[src/hdl/json_string_unescape_utf8_defines.svh]
// assertion helpers shared by the decoder files
`ifndef JSON_STRING_UNESCAPE_UTF8_DEFINES_SVH
`define JSON_STRING_UNESCAPE_UTF8_DEFINES_SVH

// same-cycle implication, sampled on clk, off during rst
`define JSU_ASSERT_IMP(label, ante, cons, msg) \
  label: assert property (@(posedge clk) disable iff (rst) (ante) |-> (cons)) \
    else $error(msg);

// next-cycle implication, sampled on clk, off during rst
`define JSU_ASSERT_NXT(label, ante, cons, msg) \
  label: assert property (@(posedge clk) disable iff (rst) (ante) |=> (cons)) \
    else $error(msg);

`endif

[src/hdl/jsu_pkg.sv]
`timescale 1ns / 1ps

package jsu_pkg;

  typedef enum logic [2:0] {
    MODE_NORMAL  = 3'd0,
    MODE_ESC     = 3'd1,
    MODE_HEX1    = 3'd2,
    MODE_WANT_BS = 3'd3,
    MODE_WANT_U  = 3'd4,
    MODE_HEX2    = 3'd5,
    MODE_DONE    = 3'd6
  } mode_t;

  typedef enum logic [2:0] {
    KIND_DATA    = 3'd0,
    KIND_CLOSED  = 3'd1,
    KIND_BAD_ESC = 3'd2,
    KIND_BAD_HEX = 3'd3,
    KIND_NO_LOW  = 3'd4,
    KIND_UNTERM  = 3'd5
  } kind_t;

  localparam logic [7:0] CH_QUOTE  = 8'h22;
  localparam logic [7:0] CH_BSLASH = 8'h5C;
  localparam logic [7:0] CH_SLASH  = 8'h2F;
  localparam logic [7:0] CH_U      = 8'h75;

  localparam logic [15:0] HIGH_SURR_LO = 16'hD800;
  localparam logic [15:0] HIGH_SURR_HI = 16'hDBFF;
  localparam logic [20:0] SUPP_BASE    = 21'h10000;
  localparam logic [20:0] CP_MAX       = 21'h10FFFF;

  // results caused by one item: count, bytes in output order, shared kind
  typedef struct packed {
    logic [2:0]      n;
    logic [3:0][7:0] bytes;
    kind_t           kind;
  } res_pack_t;

  // bit 4 set means not a hex digit
  function automatic logic [4:0] hex_val(input logic [7:0] b);
    logic [4:0] v;
    v = 5'h10;
    if (b >= 8'h30 && b <= 8'h39) begin
      v = {1'b0, b[3:0]};
    end else if ((b >= 8'h61 && b <= 8'h66) || (b >= 8'h41 && b <= 8'h46)) begin
      v = {1'b0, b[3:0] + 4'd9};
    end
    return v;
  endfunction

  // bit 8 set means unknown escape letter
  function automatic logic [8:0] esc_char(input logic [7:0] b);
    logic [8:0] c;
    unique case (b)
      CH_BSLASH: c = {1'b0, CH_BSLASH};
      CH_SLASH:  c = {1'b0, CH_SLASH};
      CH_QUOTE:  c = {1'b0, CH_QUOTE};
      8'h74:     c = 9'h009;
      8'h6E:     c = 9'h00A;
      8'h72:     c = 9'h00D;
      8'h66:     c = 9'h00C;
      8'h62:     c = 9'h008;
      default:   c = 9'h100;
    endcase
    return c;
  endfunction

  function automatic res_pack_t single(input logic [7:0] b, input kind_t k);
    res_pack_t p;
    p.n     = 3'd1;
    p.bytes = '0;
    p.bytes[0] = b;
    p.kind  = k;
    return p;
  endfunction

  function automatic res_pack_t utf8_pack(input logic [20:0] cp);
    res_pack_t p;
    p.n     = 3'd0;
    p.bytes = '0;
    p.kind  = KIND_DATA;
    priority if (cp == 21'd0) begin
      p.n = 3'd0;
    end else if (cp <= 21'h7F) begin
      p.n = 3'd1;
      p.bytes[0] = cp[7:0];
    end else if (cp <= 21'h7FF) begin
      p.n = 3'd2;
      p.bytes[0] = 8'hC0 | {3'b0, cp[10:6]};
      p.bytes[1] = 8'h80 | {2'b0, cp[5:0]};
    end else if (cp <= 21'hFFFF) begin
      p.n = 3'd3;
      p.bytes[0] = 8'hE0 | {4'b0, cp[15:12]};
      p.bytes[1] = 8'h80 | {2'b0, cp[11:6]};
      p.bytes[2] = 8'h80 | {2'b0, cp[5:0]};
    end else if (cp <= CP_MAX) begin
      p.n = 3'd4;
      p.bytes[0] = 8'hF0 | {5'b0, cp[20:18]};
      p.bytes[1] = 8'h80 | {2'b0, cp[17:12]};
      p.bytes[2] = 8'h80 | {2'b0, cp[11:6]};
      p.bytes[3] = 8'h80 | {2'b0, cp[5:0]};
    end else begin
      p.n = 3'd0;
    end
    return p;
  endfunction

endpackage

[src/hdl/jsu_in_if.sv]
`timescale 1ns / 1ps

interface jsu_in_if;
  logic       valid;
  logic       ready;
  logic [7:0] in_byte;
  logic       in_end;

  modport source (output valid, output in_byte, output in_end, input ready);
  modport sink (input valid, input in_byte, input in_end, output ready);
endinterface

[src/hdl/jsu_out_if.sv]
`timescale 1ns / 1ps

interface jsu_out_if;
  logic       valid;
  logic       ready;
  logic [7:0] out_byte;
  logic [2:0] out_kind;
  logic       out_last;

  modport source (output valid, output out_byte, output out_kind, output out_last,
                  input ready);
  modport sink (input valid, input out_byte, input out_kind, input out_last,
                output ready);
endinterface

[src/hdl/jsu_decode.sv]
`timescale 1ns / 1ps
`include "json_string_unescape_utf8_defines.svh"

module jsu_decode import jsu_pkg::*; (
  input  logic      clk,
  input  logic      rst,
  jsu_in_if.sink    in_ch,
  input  logic      buf_free,
  output logic      load,
  output res_pack_t pack
);

  logic        iv;
  logic [7:0]  ib;
  logic        ie;
  logic        fire;

  mode_t       mode, mode_next;
  logic [1:0]  hex_count, hex_count_next;
  logic [15:0] code_acc, code_acc_next;
  logic [9:0]  high_part, high_part_next;

  logic [4:0]  h;
  logic [8:0]  ec;
  logic [15:0] acc_shift;
  logic [20:0] cp_pair;

  assign fire        = iv && buf_free;
  assign in_ch.ready = !iv || fire;
  assign load        = fire && (pack.n != 3'd0);

  always_ff @(posedge clk) begin
    if (rst) begin
      iv <= 1'b0;
    end else if (in_ch.valid && in_ch.ready) begin
      iv <= 1'b1;
    end else if (fire) begin
      iv <= 1'b0;
    end
  end

  always_ff @(posedge clk) begin
    if (in_ch.valid && in_ch.ready) begin
      ib <= in_ch.in_byte;
      ie <= in_ch.in_end;
    end
  end

  always_ff @(posedge clk) begin
    if (rst) begin
      mode      <= MODE_NORMAL;
      hex_count <= 2'd0;
      code_acc  <= 16'd0;
      high_part <= 10'd0;
    end else if (fire) begin
      mode      <= mode_next;
      hex_count <= hex_count_next;
      code_acc  <= code_acc_next;
      high_part <= high_part_next;
    end
  end

  assign h         = hex_val(ib);
  assign ec        = esc_char(ib);
  assign acc_shift = {code_acc[11:0], h[3:0]};
  assign cp_pair   = SUPP_BASE + {1'b0, high_part, acc_shift[9:0]};

  always_comb begin
    mode_next      = mode;
    hex_count_next = hex_count;
    code_acc_next  = code_acc;
    high_part_next = high_part;
    pack.n         = 3'd0;
    pack.bytes     = '0;
    pack.kind      = KIND_DATA;
    if (ie) begin
      if (mode < MODE_DONE) begin
        pack = single(8'd0, KIND_UNTERM);
      end
      mode_next      = MODE_NORMAL;
      hex_count_next = 2'd0;
      code_acc_next  = 16'd0;
      high_part_next = 10'd0;
    end else begin
      unique case (mode)
        MODE_NORMAL: begin
          if (ib == CH_QUOTE) begin
            pack      = single(8'd0, KIND_CLOSED);
            mode_next = MODE_DONE;
          end else if (ib == CH_BSLASH) begin
            mode_next = MODE_ESC;
          end else begin
            pack = single(ib, KIND_DATA);
          end
        end
        MODE_ESC: begin
          if (ib == CH_U) begin
            mode_next      = MODE_HEX1;
            hex_count_next = 2'd0;
            code_acc_next  = 16'd0;
          end else if (ec[8]) begin
            pack      = single(8'd0, KIND_BAD_ESC);
            mode_next = MODE_DONE;
          end else begin
            pack      = single(ec[7:0], KIND_DATA);
            mode_next = MODE_NORMAL;
          end
        end
        MODE_HEX1, MODE_HEX2: begin
          if (h[4]) begin
            pack      = single(8'd0, KIND_BAD_HEX);
            mode_next = MODE_DONE;
          end else if (hex_count != 2'd3) begin
            code_acc_next  = acc_shift;
            hex_count_next = hex_count + 2'd1;
          end else begin
            hex_count_next = 2'd0;
            code_acc_next  = 16'd0;
            if (mode == MODE_HEX1) begin
              if (acc_shift >= HIGH_SURR_LO && acc_shift <= HIGH_SURR_HI) begin
                high_part_next = acc_shift[9:0];
                mode_next      = MODE_WANT_BS;
              end else begin
                pack      = utf8_pack({5'd0, acc_shift});
                mode_next = MODE_NORMAL;
              end
            end else begin
              pack           = utf8_pack(cp_pair);
              high_part_next = 10'd0;
              mode_next      = MODE_NORMAL;
            end
          end
        end
        MODE_WANT_BS: begin
          if (ib == CH_BSLASH) begin
            mode_next = MODE_WANT_U;
          end else begin
            pack      = single(8'd0, KIND_NO_LOW);
            mode_next = MODE_DONE;
          end
        end
        MODE_WANT_U: begin
          if (ib == CH_U) begin
            mode_next      = MODE_HEX2;
            hex_count_next = 2'd0;
            code_acc_next  = 16'd0;
          end else begin
            pack      = single(8'd0, KIND_NO_LOW);
            mode_next = MODE_DONE;
          end
        end
        default: begin
        end
      endcase
    end
  end

  `JSU_ASSERT_NXT(a_end_clears, fire && ie,
    mode == MODE_NORMAL && hex_count == 2'd0 && code_acc == 16'd0 && high_part == 10'd0,
    "end of buffer did not clear state")
  `JSU_ASSERT_IMP(a_hex_count_mode, hex_count != 2'd0,
    mode == MODE_HEX1 || mode == MODE_HEX2 || mode == MODE_DONE,
    "hex digits pending outside a hex escape")

endmodule

[src/hdl/jsu_out_buf.sv]
`timescale 1ns / 1ps
`include "json_string_unescape_utf8_defines.svh"

module jsu_out_buf import jsu_pkg::*; (
  input  logic      clk,
  input  logic      rst,
  input  logic      load,
  input  res_pack_t pack,
  output logic      buf_free,
  jsu_out_if.source out_ch
);

  logic            busy;
  logic [1:0]      idx;
  logic [2:0]      n_r;
  logic [3:0][7:0] bytes;
  kind_t           kind;
  logic            last;

  assign last            = ({1'b0, idx} == (n_r - 3'd1));
  assign out_ch.valid    = busy;
  assign out_ch.out_byte = bytes[idx];
  assign out_ch.out_kind = kind;
  assign out_ch.out_last = last;
  assign buf_free        = !busy || (out_ch.ready && last);

  always_ff @(posedge clk) begin
    if (rst) begin
      busy <= 1'b0;
      idx  <= 2'd0;
    end else if (load) begin
      busy <= 1'b1;
      idx  <= 2'd0;
    end else if (busy && out_ch.ready) begin
      if (last) begin
        busy <= 1'b0;
      end else begin
        idx <= idx + 2'd1;
      end
    end
  end

  always_ff @(posedge clk) begin
    if (load) begin
      n_r   <= pack.n;
      bytes <= pack.bytes;
      kind  <= pack.kind;
    end
  end

  `JSU_ASSERT_IMP(a_idx_in_range, busy, {1'b0, idx} < n_r, "output index beyond result count")
  `JSU_ASSERT_IMP(a_status_alone, busy && kind != KIND_DATA, n_r == 3'd1 && idx == 2'd0, "status result not alone")

endmodule

[src/hdl/json_string_unescape_utf8.sv]
`timescale 1ns / 1ps
// JSON string body decoder: one raw byte per transfer on in_ch (in_end marks
// end of buffer), decoded UTF-8 bytes and status results on out_ch, with
// out_last on the final result of each input byte. Throughput is one input
// byte per cycle while out_ch is ready and that byte yields zero or one
// result; a \u escape that completes into a k-byte UTF-8 sequence (k = 2..4)
// holds the output register while its k bytes drain; input waits behind it.
// The output serializer sends one result per cycle while out_ch is ready.
// A result passes the input register, then the result register, to out_ch.
// After a closing quote or an error nothing further is produced until in_end.

module json_string_unescape_utf8 import jsu_pkg::*; (
  input  logic      clk,
  input  logic      rst,
  jsu_in_if.sink    in_ch,
  jsu_out_if.source out_ch
);

  logic      buf_free;
  logic      load;
  res_pack_t pack;

  jsu_decode u_decode (
    .clk      (clk),
    .rst      (rst),
    .in_ch    (in_ch),
    .buf_free (buf_free),
    .load     (load),
    .pack     (pack)
  );

  jsu_out_buf u_out_buf (
    .clk      (clk),
    .rst      (rst),
    .load     (load),
    .pack     (pack),
    .buf_free (buf_free),
    .out_ch   (out_ch)
  );

endmodule
[src/flat_wrapper.sv]
// flat-port wrapper written by rule: the top's interface ports become plain ports
module json_string_unescape_utf8_flat import jsu_pkg::*;
  (clk, rst, in_ch_valid, in_ch_in_byte, in_ch_in_end, in_ch_ready, out_ch_valid, out_ch_out_byte, out_ch_out_kind, out_ch_out_last, out_ch_ready);
  jsu_in_if in_ch_i ();
  jsu_out_if out_ch_i ();
  input  logic clk;
  input  logic rst;
  input wire logic [$bits(in_ch_i.valid)-1:0] in_ch_valid;
  input wire logic [$bits(in_ch_i.in_byte)-1:0] in_ch_in_byte;
  input wire logic [$bits(in_ch_i.in_end)-1:0] in_ch_in_end;
  output wire logic [$bits(in_ch_i.ready)-1:0] in_ch_ready;
  output wire logic [$bits(out_ch_i.valid)-1:0] out_ch_valid;
  output wire logic [$bits(out_ch_i.out_byte)-1:0] out_ch_out_byte;
  output wire logic [$bits(out_ch_i.out_kind)-1:0] out_ch_out_kind;
  output wire logic [$bits(out_ch_i.out_last)-1:0] out_ch_out_last;
  input wire logic [$bits(out_ch_i.ready)-1:0] out_ch_ready;
  assign in_ch_i.valid = in_ch_valid;
  assign in_ch_i.in_byte = in_ch_in_byte;
  assign in_ch_i.in_end = in_ch_in_end;
  assign in_ch_ready = in_ch_i.ready;
  assign out_ch_valid = out_ch_i.valid;
  assign out_ch_out_byte = out_ch_i.out_byte;
  assign out_ch_out_kind = out_ch_i.out_kind;
  assign out_ch_out_last = out_ch_i.out_last;
  assign out_ch_i.ready = out_ch_ready;
  json_string_unescape_utf8 u_core (.clk(clk), .rst(rst), .in_ch(in_ch_i), .out_ch(out_ch_i));
endmodule
[config.mk]
export PLATFORM = sky130hd
export DESIGN_NAME = json_string_unescape_utf8_flat
export DESIGN_NICKNAME = d
export VERILOG_FILES = /design/src/hdl/jsu_pkg.sv /design/src/hdl/jsu_in_if.sv /design/src/hdl/jsu_out_if.sv /design/src/hdl/jsu_decode.sv /design/src/hdl/jsu_out_buf.sv /design/src/hdl/json_string_unescape_utf8.sv /design/src/flat_wrapper.sv
export VERILOG_INCLUDE_DIRS = /design/src /design/src/hdl
export SDC_FILE = /design/constraint.sdc
export NUM_CORES = 1
export LEC_CHECK = 0
export BUFFER_PORTS_ARGS = -buffer_cell sky130_fd_sc_hd__buf_4
export CAP_MARGIN = 30
export CORE_MARGIN = 2
export CORE_UTILIZATION = 50
export CTS_BUF_LIST = sky130_fd_sc_hd__clkbuf_16
export DETAILED_ROUTE_END_ITERATION = 10
export PLACE_DENSITY = 0.74
export SYNTH_ARGS = -nofsm -noshare
export SYNTH_HDL_FRONTEND = slang
export SYNTH_SLANG_ARGS = --single-unit
[constraint.sdc]
create_clock -name clk -period 3.78 [get_ports clk]
set_clock_uncertainty 0.2 [all_clocks]
set_input_delay 0.567 -clock clk [delete_from_list [all_inputs] [get_ports clk]]
set_output_delay 0.567 -clock clk [all_outputs]
set_load 0.005 [all_outputs]
; ---- Yosys cells after proc, flatten, opt, wreduce, memory -nomap -nowiden
; Cells that the tools add are included.
; Widths: inputs -> output; s select.
[op_classes]
n_shift = 0
mux = 72
eq_ne = 23
bitwise = 1
n_mul = 0
magnitude_cmp = 16
n_div = 0
n_addsub = 5
reduce_logical = 32
[op_table]
columns = op, count
row1 = $mux 36, 6
row2 = $mux 38, 5
row3 = $pmux 38 s5, 1
row4 = $mux 24, 3
row5 = $pmux 9 s8, 1
row6 = $mux 32, 2
row7 = $mux 10, 6
row8 = $eq 8x7->1 const B, 7
row9 = $mux 12, 4
row10 = $mux 16, 3
row11 = $mux 3, 14
row12 = $mux 8, 5
row13 = $pmux 12 s2, 1
row14 = $add 17x20->21 const A, 1
row15 = $le 21x11->1 const B, 1
row16 = $le 21x16->1 const B, 1
row17 = $le 21x21->1 const B, 1
row18 = $le 21x7->1 const B, 1
row19 = $logic_not 21->1, 1
row20 = $bmux 8 s2, 1
row21 = $eq 8x6->1 const B, 2
row22 = $ge 16x16->1 const B, 1
row23 = $ge 8x7->1 const B, 2
row24 = $le 16x11->1 const B, 1
row25 = 39 further kinds, 78
[word_totals]
rom_bits = 0
reg_bits = 78
input_bits = 13
mem_bits_rw = 0
elab_cells = 164
n_memories = 0
out_inout_bits = 14
latchBits = 0

; ---- Longest topological paths before layout
; Gate-level depths: netlist of the first run.
[depth]
depth_word = 21
mapped_depth = 12
mapped_depth_nobuf = 11

; ---- Modules after synthesis
; From an unflattened synthesis of the first run, not the netlist that was laid out.
[hier_totals]
cells_unflattened = 613
area_unflattened_um2 = 5305.1
[by_module_without_submodules]
columns = module, area_each_um2, seq_area_each_um2, instances, cells_per_inst
row1 = jsu_decode, 3689.8, 830.8, 1, 533
row2 = jsu_out_buf, 1615.3, 1201.2, 1, 80

; ---- Worst setup path after synthesis of the first run
; Ideal clock, no wire load.
[synth_timing]
path_kind = register to register
start = reg u_core.u_decode.ib[0]
end = reg u_core.u_out_buf.bytes[0] (netlist name) (enable)
slack_ps = -199
stages_incl_launch_ff = 11
t_required_ps = 3199
period_less_slack_ps = 3979
arrival_ps = 3398
setup_ps = 381
path_buffers = 0
cell_sequence = edfxtp_1 > inv_1 > ha_1 > o21bai_1 > a211oi_1 > o22ai_1 > nor4_2 > mux2i_1 > a2111oi_4 > or2_4 > o21ba_2
[synth_via]
elab_chain_cells = 19
elab_cells_between_ends = 49
classes_between = add/sub (2) / order compare (14) / eq/ne (3) / mux (21) / reduce/logical (9)
[synth_lines]
columns = element, line
row1 = "start, declared", jsu_decode.sv:14  ; logic [7:0] ib;
row2 = "start signal, assigned", jsu_decode.sv:44  ; ib <= in_ch.in_byte;
row3 = $ge 8x7->1 / $le 8x7->1 (equally long branches), jsu_pkg.sv:47  ; end else if ((b >= 8'h61 && b <= 8'h66) || (b >= 8'h41 && b <= 8'h46)) begin
row4 = $logic_and 1x1->1, jsu_pkg.sv:47
row5 = $logic_or 1x1->1, jsu_pkg.sv:47
row6 = $mux 5, jsu_pkg.sv:47
row7 = $mux 5, jsu_pkg.sv:45  ; if (b >= 8'h30 && b <= 8'h39) begin
row8 = $add 17x20->21, jsu_decode.sv:66  ; assign cp_pair = SUPP_BASE + {1'b0, high_part, acc_shift[9:0]};
row9 = $le 21x21->1, jsu_pkg.sv:98  ; end else if (cp <= CP_MAX) begin
row10 = $mux 3, jsu_pkg.sv:98
row11 = [4 not listed], -
row12 = $mux 38, jsu_decode.sv:119  ; if (mode == MODE_HEX1) begin
row13 = $mux 38, jsu_decode.sv:113  ; end else if (hex_count != 2'd3) begin
row14 = $mux 38, jsu_decode.sv:110  ; if (h[4]) begin
row15 = $pmux 38 s5 (*), jsu_decode.sv:85  ; unique case (mode)
row16 = $mux 38 (*), jsu_decode.sv:76  ; if (ie) begin
row17 = $reduce_bool 3->1 (*), jsu_decode.sv:30  ; assign load = fire && (pack.n != 3'd0);
row18 = $logic_and 1x1->1 (*), jsu_decode.sv:30
row19 = net u_core.load, json_string_unescape_utf8.sv:20  ; logic load;
row20 = "end signal, assigned", jsu_out_buf.sv:46  ; bytes <= pack.bytes;
row21 = "end, declared", jsu_out_buf.sv:16  ; logic [3:0][7:0] bytes;
; The timed path passes the listed nets; every way through them passes the cells marked *.
; A chain may end at the register's enable or synchronous reset.

; ---- Worst setup path in the final report of the first run
[layout_timing]
start = reg u_core.u_decode.ib[3]
end = reg u_core.u_out_buf.bytes[3] (netlist name) (data pin)
[layout_via]
elab_chain_cells = 16
elab_cells_between_ends = 51
classes_between = add/sub (2) / order compare (13) / eq/ne (9) / mux (20) / reduce/logical (7)
[layout_lines]
columns = element, line
row1 = $ge 8x7->1 / $le 8x7->1 (equally long branches), jsu_pkg.sv:47
row2 = $logic_and 1x1->1, jsu_pkg.sv:47
row3 = $logic_or 1x1->1, jsu_pkg.sv:47
row4 = $mux 5, jsu_pkg.sv:47
row5 = $mux 5, jsu_pkg.sv:45
row6 = $add 17x20->21, jsu_decode.sv:66
row7 = $le 21x16->1, jsu_pkg.sv:93  ; end else if (cp <= 21'hFFFF) begin
row8 = $mux 24, jsu_pkg.sv:93
row9 = $mux 16, jsu_pkg.sv:89  ; end else if (cp <= 21'h7FF) begin
row10 = $mux 8, jsu_pkg.sv:86  ; end else if (cp <= 21'h7F) begin
row11 = $mux 32, jsu_pkg.sv:84  ; priority if (cp == 21'd0) begin
row12 = $mux 38, jsu_decode.sv:119
row13 = $mux 38, jsu_decode.sv:113
row14 = $mux 38, jsu_decode.sv:110
row15 = $pmux 38 s5 (*), jsu_decode.sv:85
row16 = $mux 38 (*), jsu_decode.sv:76
; Mark *: on every way between the ends. The rest lies on a longest branch, timed or not.

==> results, run 1 <==
- The final layout contains 677 nets.
- After synthesis, the most frequently instantiated cells are a21oi_1 (57), nand2_1 (55), nor2_1 (54), edfxtp_1 (44).
- The buffer type at the clock tree root is clkbuf_16.
- The CTS tree is done.
- Wires add up to 16300 um.
- The biggest area contributor in the post-synthesis netlist is edfxtp_1.
- For the worst-skew pair, the clock arrives at the later sink with an insertion delay of 0.35 ns.
- Yosys mapped the design onto 82 distinct sky130hd cell types.
- The flow ran to the end, and the final reports show no timing, DRC or antenna violations.
- The clock passes through at most 2 buffers.
- The total via count after detailed routing is 5156.
- The average via count per standard cell is 6.47.
- Measured on the finished design, the core utilization comes to 0.615.
- For this run, the total global-route usage over all layers was measured as 0.297.
- After synthesis, the share of flip-flops with an asynchronous set or reset is 0.
- For this run, the top clock speed supported by timing is 271 MHz.
- The most repeated cell in the gate-level netlist after synthesis is a21oi_1.
- The static leakage power is 2.24 nW.
- The slowest library cell on the worst path is or4b_4.
- Walking the worst path, the cells encountered are or4b_4, nor4_4, o221ai_2, nor4_4, mux2_2, nand2b_1, a22o_1, o21ai_0, a31oi_1.
- The transition time of the tightest slew-check pin is 0.858 ns.
- A synthesized cell averages 8.62 um2.
- The first global-routing pass estimated 25500 um of wire.
- The critical path is of the flop to flop type.
- Setup repair after global routing could not meet its margin everywhere.
- The number of hold violations in the final report came to 0.
- The cell area after layout is 6240 um2.
- Counting every instance in the synthesized netlist gives 597.
- The growth of design area from synthesis to finish is 21.3%.
- The routed design could run at a clock period as short as 3.69 ns.
- The number of antenna violations at the first check in global routing is 0.
- The initial core utilization is 0.507.
- The number of remaining DRC errors is 0.
- The area of the die is 11100 um2.
- The post-detailed-placement half-perimeter wirelength is 12000 um.
- The number of max-cap violations is 0.
- The net count after synthesis is 618.
- The kind of start point of the critical path is a flop.
- The floorplan step set the die height to 105 um.
- The worst max-slew margin expressed relative to the limit is 0.428.
- In this design, the stage delay of the slowest critical-path cell is 0.60 ns.
- Row generation in the floorplan step produced 37 rows.
- The data arrival time of the critical path is 3.55 ns.
- Dividing the detail-routed wire length by the instance count gives 20.4 um.
- For this run, the leading register cell type out of synthesis is edfxtp_1.
- The violation count after the first detailed-route iteration is 704.
- Fill cells in the final layout number 881.
- For this run the aggregate overflow at the end of global routing stands at 0.
- The final-report max-slew violation count came to 0.
- Sorting the synthesized cells by area gives the leading types as edfxtp_1 (26%), dfxtp_1 (12%), a21oi_1 (5.5%).
- In this run, synthesis produced a sequential element count of 75.
- During placement, the flow inserted port buffers numbering 26.
- Once placement finished, the instance area stood at 5810 um2.
- Entering global routing, the biggest net connects 33 pins.
- The clock net in this run drives a total of 75 sinks.
- The repair_antennas step left the layout with diodes totalling 0.
- In this run the cell area of the synthesized design comes to 5140 um2.
- The final antenna-violating net count is 0.
- The length of the first detailed-routing pass in iterations is 6.
- The clock transition at the registers of the reported paths is 0.07 ns.
- Yosys printed 0 warnings.
- The I/O pin count is 27.
- Of all nets on the critical path, the largest fanout is 6.
- The core region is 10100 um2.
- At the end of routability-driven placement, the weighted congestion stood at 1.04.
- The share of synthesized area in the top cell type comes to 0.257.
- The share of final-layout standard cells stronger than drive strength 1 is 0.225.
- Setup violations remaining at the end of the flow were counted as 0.
- The worst-case vdd ir drop is 0.174 mV.
- Counting flops with a built-in enable in the synthesized netlist gives 44.
- The required time at the endpoint of the critical path is 3.63 ns.
- In this run the worst hold path is classified as input pin to flop.
- The cell type with the highest occurrence count on the critical path is nor4_4.
- The number of global-route vias before repair is 4796.
- The die is 105 um wide.
- The number of buffers created by CTS is 9.
- Dividing total power by cell area gives a power density of 328 nW/um2.
- STA classifies the critical path endpoint as a flop.
- The post-route fraction of the period consumed by the critical path is 0.977.
- The H-tree was split into 3 levels.
- The sequential element share of the synthesized area is 0.377.
-- power by group --
group | internal, W | leakage [nW] | total [W] | switching [W]
logic | 0.0000859 | 1.40 | 0.000212 | 0.000126
registers | 0.000893 | 0.673 | 0.000905 | 0.0000122
clock network | 0.000586 | 0.169 | 0.000930 | 0.000344
total | 0.00156 | 2.24 | 0.00205 | 0.000482
-- final cells by class --
class	count	area, um2	area share
clock inverters	5	48.8	0.00782
inverters	20	75.1	0.0120
repair buffers	87	653	0.105
well taps	136	170	0.0273
multi-input cells	463	3080	0.493
flip-flops and latches	75	1940	0.311
clock buffers	11	275	0.0441
-- cells by family (layout without fill, tap and decap cells) --
kind of cell             after synthesis  in the layout  share of synthesized area
multiplexers                          16             16                     0.0491
flip-flops                            75             75                      0.377
XOR/XNOR                               8              8                     0.0136
AO/OA/AOI/OAI                        184            186                      0.243
AND/OR/NAND/NOR                      245            245                      0.251
buffers and inverters                 61            123                     0.0460
adder cells (fa/ha/maj)                8              8                     0.0195
-- worst paths after layout --
check                                from                           end  slack, ns  depth (start not counted)
max reg2reg         u_core.u_decode.ib[3]     u_core.u_out_buf.bytes[3]       0.09                          9
min reg2reg  u_core.u_decode.hex_count[0]  u_core.u_decode.hex_count[0]       0.30                          2
min                          in_ch_in_end            u_core.u_decode.ie       0.20                          1
max                 u_core.u_decode.ib[3]     u_core.u_out_buf.bytes[3]       0.09                          9
-- per-layer routing --
metal / GRT usage / wire [um] / vias to the layer above
li1: - / - / 2377
met1: 0.403 / 6600 / 2424
met2: 0.446 / 7270 / 300
met3: 0.0773 / 1680 / 55
met4: 0.130 / 729 / 0
met5: 0 / 0 / -
-- sequential cells by signal, summed over array words and instances (netlist names) --
name and count:
u_core.u_decode.hex_count 2, u_core.u_out_buf.idx 2, u_core.u_out_buf.out_ch.valid 1, u_core.u_decode.high_part 10, u_core.u_out_buf.out_ch.out_kind 3, u_core.u_decode.ie 1, u_core.u_decode.mode 3, u_core.u_decode.iv 1
u_core.u_out_buf.bytes 29, u_core.u_out_buf.n_r 3, u_core.u_decode.code_acc 12, u_core.u_decode.ib 8
-- placed cells by master (no fill, tap or decap), types with 7 or more instances in the layout --
| master | Yosys | final |
|---|---|---|
| nor2_1 | 54 | 54 |
| o21ai_1 | 9 | 9 |
| a31oi_1 | 9 | 9 |
| inv_1 | 20 | 22 |
| and2_1 | 9 | 9 |
| edfxtp_1 | 44 | 44 |
| nand2_1 | 55 | 55 |
| ha_1 | 8 | 7 |
| and3_1 | 7 | 7 |
| a22o_1 | 8 | 8 |
| o22ai_1 | 12 | 10 |
| nand3_1 | 34 | 34 |
| a21oi_1 | 57 | 57 |
| nand2b_1 | 19 | 19 |
| nor3_1 | 15 | 14 |
| dfxtp_1 | 31 | 31 |
| buf_4 | 1 | 87 |
| o21ai_0 | 26 | 26 |
| a211oi_1 | 9 | 7 |
| mux4_2 | 7 | 7 |
| clkbuf_16 | 0 | 11 |
-- stage by stage --
step	TNS, ns	setup WS (ns)	instances	power, W	hold slack, ns
5_1_grt	-0.0436	-0.0436	797	0.00212	0.186
2_1_floorplan	0	0.00702	597	0.00104	0.250
3_5_place_dp	-3.26	-0.0954	779	0.00112	0.299
4_1_cts	-0.00226	-0.00226	797	0.00205	0.189
6_report	0	0.0865	797	0.00205	0.195
3_3_place_gp	0	0.00874	779	0.00111	0.258
-- critical path, delay by kind of cell, from the launching register on --
kind	cells	cell delay [ns]
AOI/OAI and AO/OA	4	0.94
DFF	1	0.38
muxes	1	0.39
and+or+nand+nor	4	1.49
-- what timing repair did --
action / CTS / global route
hold buffers: 0 / 0
gates resized for setup: 2 / 13
cloned: 2 / 0
buffers inserted: 0 / 0
setup endpoints to repair: 36 / 60
pin swaps: 2 / 4
Note: power is estimated with default switching activity, not from simulation.
==> run 2, diff against run 1 <==
ABC_AREA = 1   (was default)
==> run 2 against run 1 <==
Net effect:
- fmax increased by 6.6%
- critical path depth increased by 14
- total power increased by 6.1%
- largest power group is now sequential cells
- die area increased by 0.35%
- final cell count increased by 13%
==> results, run 2 <==
- The number of cells in the finished layout apart from fillers is 898 (was 797).
- The total number of H-tree levels is 3 (unchanged).
- The transition time of the tightest slew-check pin came to 0.922 ns (was 0.858 ns).
- Leading cell types in the layout, fill and taps excluded: nand2_1 (125), inv_1 (95), nor2_1 (88) (was buf_4 (87), a21oi_1 (57), nand2_1 (55)).
- The final antenna-violating net count was 0 (unchanged).
- The sum of negative setup slack is 0 ns (unchanged).
- Outcome: complete, no violations (unchanged).
- The synthesized area is 5160 um2 (was 5140 um2).
- The number of standard-cell rows in the floorplan is 37 (unchanged).
- The I/O pin count is 27 (unchanged).
- The first-pass GRT wire length is 25600 um (was 25500 um).
- The dominant register cell in the synthesized netlist is edfxtp_1 (unchanged).
- The count of flip-flops with a built-in enable after synthesis was 44 (unchanged).
- Registers with the most flip-flops: u_core.u_out_buf.bytes (29), u_core.u_decode.code_acc (12), u_core.u_decode.high_part (10) (unchanged).
- The clock transition at the registers of the reported paths was 0.06 ns (was 0.07 ns).
- The pin count of the biggest net entering global routing came to 32 (was 33).
- The antenna diode instance count is 0 (unchanged).
- The total via count after detailed routing is 5255 (was 5156).
- The Yosys warning count is 0 (unchanged).
- The total area of multi-input combinational cells was 2730 um2 (was 3080 um2).
- The internal reg-to-reg setup slack is 0.32 ns (was 0.09 ns).
- The number of global-route vias before repair came to 4827 (was 4796).
- The length of the first detailed-routing pass in iterations came to 6 (unchanged).
- The buffer type at the clock tree root is clkbuf_16 (unchanged).
- The final-report max-slew violation count is 0 (unchanged).
- The share of final-layout standard cells stronger than drive strength 1 is 0.146 (was 0.225).
- The maximum clock insertion buffer count was 2 (unchanged).
- The CTS tree is done (unchanged).
- The highest net fanout along the worst path was 31 (was 6).
- The initial core utilization is 0.507 (about the same).
- The post-detailed-placement half-perimeter wirelength is 12200 um (was 12000 um).
- The final-report setup violation count is 0 (unchanged).
- The kind of start point of the critical path is a flop (unchanged).
- The combined global-route utilization of all metal layers is 0.295 (was 0.297).
- The growth of design area from synthesis to finish is 15.6% (was 21.3%).
- The synthesized area divided by synthesized cell count is 7.18 um2 (was 8.62 um2).
- The number of flip-flops under the largest register name came to 29 (unchanged).
- The die span in y was 106 um (was 105 um).
- The most repeated cell in the gate-level netlist after synthesis is nand2_1 (was a21oi_1).
- The busiest metal layer after global routing is met2 (unchanged).
- The worst max-slew margin expressed relative to the limit is 0.380 (was 0.428).
- The placed cell count is 874 (was 779).
- The post-route fraction of the period consumed by the critical path is 0.916 (was 0.977).
- The violation count after the first detailed-route iteration is 643 (was 704).
- The number of synthesized register bits was 75 (unchanged).
- The worst flop-to-flop path startpoint is u_core.u_decode.ib[1] (was u_core.u_decode.ib[3]).
- The worst-skew pair later-pin latency came to 0.34 ns (was 0.35 ns).
- The total clock sinks is 75 (unchanged).
- The number of hold violations in the final report was 0 (unchanged).
- The cell depth of the worst min-delay path came to 1 (unchanged).
- The average detailed-routed wire length per instance is 17.8 um (was 20.4 um).
- The worst hold path endpoint is u_core.u_decode.ib[7] (was u_core.u_decode.ie).
- The number of cells traversed by the worst register-to-register path came to 23 (was 9).
- RSZ-0062 raised after global routing: false (was true).
- The global routing usage on met1 was 0.427 (was 0.403).
- The post-synthesis async set-or-reset flop share came to 0 (unchanged).
- The peak clock frequency supported by timing is 289 MHz (was 271 MHz).
- The path category of the worst min-delay check is input pin to flop (unchanged).
- The static leakage power came to 2.49 nW (was 2.24 nW).
- Post-synth top cells: nand2_1 (125), inv_1 (97), nor2_1 (88), a21oi_1 (78), nand3_1 (45) (was a21oi_1 (57), nand2_1 (55), nor2_1 (54), edfxtp_1 (44)).
- The average via count per standard cell is 5.85 (was 6.47).
- The total power per unit cell area is 364 nW/um2 (was 328 nW/um2).
- The required time at the endpoint of the critical path is 3.61 ns (was 3.63 ns).
- The kind of end point of the critical path is a flop (unchanged).
- The met2 usage in global routing is 0.454 (was 0.446).
- The start-to-end type of the worst setup path is flop to flop (unchanged).
- The distinct cell type count of the synthesized netlist came to 51 (was 82).
- The number of antenna violations at the first check in global routing is 0 (unchanged).
- The data arrival time of the critical path is 3.29 ns (was 3.55 ns).
- The residual overflow from global routing came to 0 (unchanged).
- The register name with the most flops is u_core.u_out_buf.bytes (unchanged).
- The worst-case vdd ir drop is 0.207 mV (was 0.174 mV).
- The met3 track demand over resource in global routing is 0.0476 (was 0.0773).
- The destination of the worst register-to-register timing path is u_core.u_out_buf.bytes[4] (was u_core.u_out_buf.bytes[3]).
- The cell taking the most area after synthesis is edfxtp_1 (unchanged).
- The commonest non-fill, non-tap cell in the layout is nand2_1 (was buf_4).
- The core region area was 10200 um2 (was 10100 um2).
- Cell types with the largest area share after synthesis: edfxtp_1 (26%), dfxtp_1 (12%), nand2_1 (9.1%) (was edfxtp_1 (26%), dfxtp_1 (12%), a21oi_1 (5.5%)).
- The number of buffers created by CTS came to 9 (unchanged).
- The number of max-cap violations is 0 (unchanged).
- The count of mapped cells out of synthesis was 719 (was 597).
- The share of Yosys cell area claimed by the top area cell type is 0.256 (was 0.257).
- The net count after synthesis is 740 (was 618).
- The worst hold path startpoint is in_ch_in_byte[7] (was in_ch_in_end).
- The area of the die is 11200 um2 (was 11100 um2).
- The final critical delay including setup and external delays is 3.46 ns (was 3.69 ns).
- The smallest hold slack is 0.204 ns (was 0.195 ns).
- The final-layout fill cell count is 949 (was 881).
- The total wire length is 16000 um (was 16300 um).
- The number of remaining DRC errors is 0 (unchanged).
- The quantity of I/O buffers inserted on ports is 26 (unchanged).
- The final weighted congestion in routability-driven placement is 0.990 (was 1.04).
- The utilization of the core after routing is 0.586 (was 0.615).
- The layout net count is 778 (was 677).
- The area used by sequential logic in the layout is 1940 um2 (unchanged).
- The horizontal die dimension is 106 um (was 105 um).
- The sequential element share of the synthesized area is 0.376 (was 0.377).
run 2: cell types whose count changed after synthesis, moves of 8 or more:
| cell | before | now |
|---|---|---|
| clkbuf_1 | 34 | 18 |
| nand3_1 | 34 | 45 |
| nand2b_1 | 19 | 0 |
| nor2_1 | 54 | 88 |
| nor3_1 | 15 | 24 |
| nand2_2 | 0 | 9 |
| a21oi_1 | 57 | 78 |
| and2_1 | 9 | 0 |
| inv_1 | 20 | 97 |
| nand2_1 | 55 | 125 |
| a22o_1 | 8 | 0 |
run 2: layer usage:
layer	up-vias	wire length, um
li1	2530	-
met1	2456	7090
met2	236	7300
met3	33	1230
met4	0	381
met5	-	0
run 2: layout make-up:
cell class	count	area share
clock buffers	9	0.0377
clock inverters	7	0.0157
inverters	104	0.0673
multi-input cells	514	0.457
flip-flops and latches	75	0.325
well taps	136	0.0285
repair buffers	53	0.0688
run 2: worst max-delay path, cell delays in order, from the launching register on:
cell,delay [ns]
edfxtp_1,0.44
inv_1,0.15
ha_1,0.19
inv_1,0.06
nand3_1,0.12
nand3_2,0.18
nand2_2,0.13
nand2_4,0.11
inv_6,0.12
nand2_1,0.09
nor3_4,0.18
nand2_1,0.07
nand2_1,0.08
nand3_2,0.12
nand2_1,0.12
nand2_1,0.05
nand2_1,0.06
nand2_1,0.06
nand2_1,0.06
nand2_1,0.06
nand2_1,0.08
nand2_2,0.07
inv_2,0.14
buf_12,0.20
run 2: how the worst max path moves through the flow:
stage                                from                         end  slack [ns]  depth (start not counted)
CTS                 u_core.u_decode.ib[0]   u_core.u_out_buf.bytes[4]        0.12                         17
global placement    u_core.u_decode.ib[0]  u_core.u_out_buf.bytes[12]        0.30                         21
floorplan           u_core.u_decode.ib[0]   u_core.u_out_buf.bytes[0]        0.19                         18
finish              u_core.u_decode.ib[1]   u_core.u_out_buf.bytes[4]        0.32                         23
detailed placement  u_core.u_decode.ib[0]  u_core.u_out_buf.bytes[12]        0.15                         17
global route        u_core.u_decode.ib[1]  u_core.u_out_buf.bytes[29]       0.009                         19
run 2: cell families (layout without fill, tap and decap cells):
group | count (synthesis) | in the layout | share of synthesized area
buf+inv | 130 | 173 | 0.0986
fa+ha+maj | 8 | 8 | 0.0194
simple gates | 327 | 327 | 0.297
xor+xnor | 7 | 7 | 0.0119
flops | 75 | 75 | 0.376
compound gates | 172 | 172 | 0.197
run 2: per-stage QoR:
stage | total power [W] | setup WS [ns] | area [um2]
after floorplan | 0.00115 | 0.193 | 5160
after global placement | 0.00127 | 0.304 | 5570
after detailed placement | 0.00127 | 0.147 | 5570
after CTS | 0.00217 | 0.123 | 5890
after global routing | 0.00225 | 0.00872 | 5970
final | 0.00217 | 0.316 | 5970
run 2: where the power goes:
part | switching [W] | internal [W] | leakage (nW)
clock | 0.000329 | 0.000576 | 0.157
sequential | 0.0000287 | 0.000906 | 0.671
combinational | 0.000218 | 0.000114 | 1.66
total | 0.000576 | 0.00160 | 2.49
run 2: what timing repair did:
action,4_1_cts,5_1_grt
buffers inserted,0,8
gates resized for setup,0,5
setup endpoints to repair,0,40
hold buffers,0,0
==> run 3, diff against run 2 <==
BUFFER_PORTS_ARGS = default   (was -buffer_cell sky130_fd_sc_hd__buf_4)
DONT_BUFFER_PORTS = 1   (was default)
PLACE_DENSITY = 0.72   (was 0.74)
==> run 3 against run 2 <==
Net effect:
- critical path depth stayed put
- worst hold slack worse by 0.12 ns
- highest routed layer unchanged
- global-route usage is 0.39 points higher
- worst setup slack worse by 0.044 ns
- routed wire length is 2.2% higher
- via count is 1.3% lower
- sequential power is 0.7% higher
- die area stayed put
- critical path type unchanged
- sequential cell count stayed put
- critical endpoint is now u_core.u_out_buf.bytes[29]
- core utilization is 2.8 points lower
- count of clock-buffer cells in the layout stayed put
- largest cell class unchanged
- sequential share of layout area is 1.6 points higher
==> results, run 3 (synthesized netlist as in run 2, its figures left out) <==
- The combined global-route utilization of all metal layers is 0.299 (was 0.295).
- The transition time of the tightest slew-check pin is 0.996 ns (was 0.922 ns).
- The cell area after layout is 5680 um2 (was 5970 um2).
- The worst hold path startpoint is rst (was in_ch_in_byte[7]).
- The number of max-cap violations is 0 (unchanged).
- The slowest library cell on the worst path is edfxtp_1 (unchanged).
- The worst-case vdd ir drop is 0.246 mV (was 0.207 mV).
- The average detailed-routed wire length per instance is 18.9 um (was 17.8 um).
- The core region area is 10200 um2 (unchanged).
- The total power per unit cell area was 373 nW/um2 (was 364 nW/um2).
- The violation count after the first detailed-route iteration is 584 (was 643).
- The worst slack at placement is 0.303 ns (was 0.147 ns).
- The quantity of I/O buffers inserted on ports is 0 (was 26).
- The kind of start point of the critical path is a flop (unchanged).
- The final weighted congestion in routability-driven placement came to 1.00 (was 0.990).
- The number of buffers inserted for hold repair after clock tree synthesis is 0 (unchanged).
- The final antenna-violating net count is 0 (unchanged).
- Leading cell types in the layout, fill and taps excluded: nand2_1 (125), inv_1 (101), nor2_1 (88) (was nand2_1 (125), inv_1 (95), nor2_1 (88)).
- The number of hold violations in the final report came to 0 (unchanged).
- The data arrival time of the critical path was 3.35 ns (was 3.29 ns).
- The peak per-stage delay on the critical path was 0.46 ns (was 0.44 ns).
- The final-layout fill cell count is 966 (was 949).
- The total number of H-tree levels was 3 (unchanged).
- The pin count of the biggest net entering global routing came to 31 (was 32).
- The layout net count is 744 (was 778).
- The post-route fraction of the period consumed by the critical path is 0.928 (was 0.916).
- The commonest non-fill, non-tap cell in the layout is nand2_1 (unchanged).
- The register name with the most flops is u_core.u_out_buf.bytes (unchanged).
- The cell type with the highest occurrence count on the critical path is nand2_1 (unchanged).
- The total via count after detailed routing came to 5189 (was 5255).
- The CTS tree is done (unchanged).
- The static leakage power is 2.33 nW (was 2.49 nW).
- The antenna diode instance count is 0 (unchanged).
- The kind of end point of the critical path is a flop (unchanged).
- Critical path cell sequence: inv_1, ha_1, nand2_1, nand3_1, nand2_4, o21ai_2, nand2_1, nor2_2, nand3_1, nand2_1, nand2_2, inv_1, nand2_1, nand2_1, nand2_1, nand2_1, nand2_1, nand2_1, nand2_1, nand2_1, nand2_2, inv_1, buf_12 (was inv_1, ha_1, inv_1, nand3_1, nand3_2, nand2_2, nand2_4, inv_6, nand2_1, nor3_4, nand2_1, nand2_1, nand3_2, nand2_1, nand2_1, nand2_1, nand2_1, nand2_1, nand2_1, nand2_1, nand2_2, inv_2, buf_12).
- The share of final-layout standard cells stronger than drive strength 1 came to 0.0975 (was 0.146).
- The number of remaining DRC errors came to 0 (unchanged).
- The cell family with the largest share of critical-path delay was simple AND/OR/NAND/NOR gates (unchanged).
- The post-placement cell area came to 5380 um2 (was 5570 um2).
- Registers with the most flip-flops: u_core.u_out_buf.bytes (29), u_core.u_decode.code_acc (12), u_core.u_decode.high_part (10) (unchanged).
- The number of flip-flops under the largest register name came to 29 (unchanged).
- The I/O pin count is 27 (unchanged).
- The path category of the worst min-delay check is input pin to flop (unchanged).
- The total buffers and inverters traversed by the critical path is 4 (was 5).
- The worst max-slew margin expressed relative to the limit is 0.331 (was 0.380).
- The placed cell count is 848 (was 874).
- The worst flop-to-flop path startpoint is u_core.u_decode.ib[0] (was u_core.u_decode.ib[1]).
- The number of antenna violations at the first check in global routing is 0 (unchanged).
- The horizontal die dimension came to 106 um (unchanged).
- The required time at the endpoint of the critical path is 3.62 ns (was 3.61 ns).
- The die span in y is 106 um (unchanged).
- The number of standard-cell rows in the floorplan was 37 (unchanged).
- The number of global-route vias before repair was 4743 (was 4827).
- RSZ-0062 raised after global routing: false (unchanged).
- The final critical delay including setup and external delays is 3.51 ns (was 3.46 ns).
- The final-report max-slew violation count came to 0 (unchanged).
- The sum of negative setup slack is 0 ns (unchanged).
- The maximum clock insertion buffer count is 2 (unchanged).
- The initial core utilization is 0.507 (unchanged).
- The post-detailed-placement half-perimeter wirelength was 12500 um (was 12200 um).
- The growth of design area from synthesis to finish is 10.1% (was 15.6%).
- The total wire length is 16400 um (was 16000 um).
- The first-pass GRT wire length was 25800 um (was 25600 um).
- The overall power of the completed layout is 0.00212 W (was 0.00217 W).
- The length of the first detailed-routing pass in iterations came to 6 (unchanged).
- The final critical-path setup slack is 0.273 ns (was 0.316 ns).
- The buffer type at the clock tree root is clkbuf_16 (unchanged).
- The peak clock frequency supported by timing is 285 MHz (was 289 MHz).
- The launch point of the critical path is u_core.u_decode.ib[0] (was u_core.u_decode.ib[1]).
- The number of cells in the finished layout apart from fillers is 864 (was 898).
- The start-to-end type of the worst setup path is flop to flop (unchanged).
- The highest net fanout along the worst path is 27 (was 31).
- The clock transition at the registers of the reported paths came to 0.06 ns (about the same).
- The area of the die is 11200 um2 (unchanged).
- The worst-skew pair later-pin latency is 0.34 ns (about the same).
- Outcome: complete, no violations (unchanged).
- The average via count per standard cell is 6.01 (was 5.85).
- The residual overflow from global routing is 0 (unchanged).
- The number of buffers created by CTS is 9 (unchanged).
- The total clock sinks came to 75 (unchanged).
- The post-CTS resize count was 0 (unchanged).
- The setup fix buffers added after clock tree synthesis is 0 (unchanged).
- The final-report setup violation count is 0 (unchanged).
==> run 3: cell count changes in the layout (fill, tap and decap cells not counted), sizes merged <==
cell,previous run,this run
clkinv,3,1
buf,53,19
clkinvlp,2,0
inv,104,108
==> run 3: path summary, 6_finish.rpt <==
path                             endpoint  slack (ns)  depth (start not counted)
max reg2reg    u_core.u_out_buf.bytes[29]        0.27                         23
min reg2reg  u_core.u_decode.hex_count[0]        0.28                          1
min          u_core.u_decode.high_part[7]        0.09                          1
max            u_core.u_out_buf.bytes[29]        0.27                         23
==> run 3: per-stage QoR <==
step                hold WS, ns   util
floorplan                 0.243      -
global placement          0.263  0.528
detailed placement        0.267  0.528
CTS                      0.0891  0.558
global route             0.0834  0.558
finish                   0.0885  0.558
==> run 3: final cells by class <==
cell class,instances,area (um2),area share
Multi-Input combinational cell,514,2710,0.477
Sequential cell,75,1940,0.342
Inverter,104,398,0.0700
Clock buffer,9,225,0.0396
Tap cell,136,170,0.0299
Timing Repair Buffer,19,155,0.0273
Clock inverter,7,80.1,0.0141
==> run 3: report_power, final <==
part / internal (W) / switching (W) / leakage, nW
clock network: 0.000567 / 0.000325 / 0.164
registers: 0.000907 / 0.0000354 / 0.671
logic: 0.0000857 / 0.000200 / 1.50
==> run 3: routing by layer <==
layer | GRT usage | vias up | wire length [um]
met5 | 0 | - | 0
met4 | 0.0996 | 0 | 470
met3 | 0.0643 | 46 | 1370
met1 | 0.420 | 2380 | 7220
met2 | 0.459 | 295 | 7310
li1 | - | 2468 | -
==> run 3: worst reg2reg max path, cell delays in order (launching register included) <==
cell and delay, ns:
edfxtp_1 0.46, inv_1 0.20, ha_1 0.22, nand2_1 0.06
nand3_1 0.13, nand2_4 0.10, o21ai_2 0.23, nand2_1 0.16
nor2_2 0.21, nand3_1 0.09, nand2_1 0.08, nand2_2 0.10
inv_1 0.09, nand2_1 0.05, nand2_1 0.06, nand2_1 0.06
nand2_1 0.06, nand2_1 0.05, nand2_1 0.06, nand2_1 0.07
nand2_1 0.07, nand2_2 0.06, inv_1 0.14, buf_12 0.19
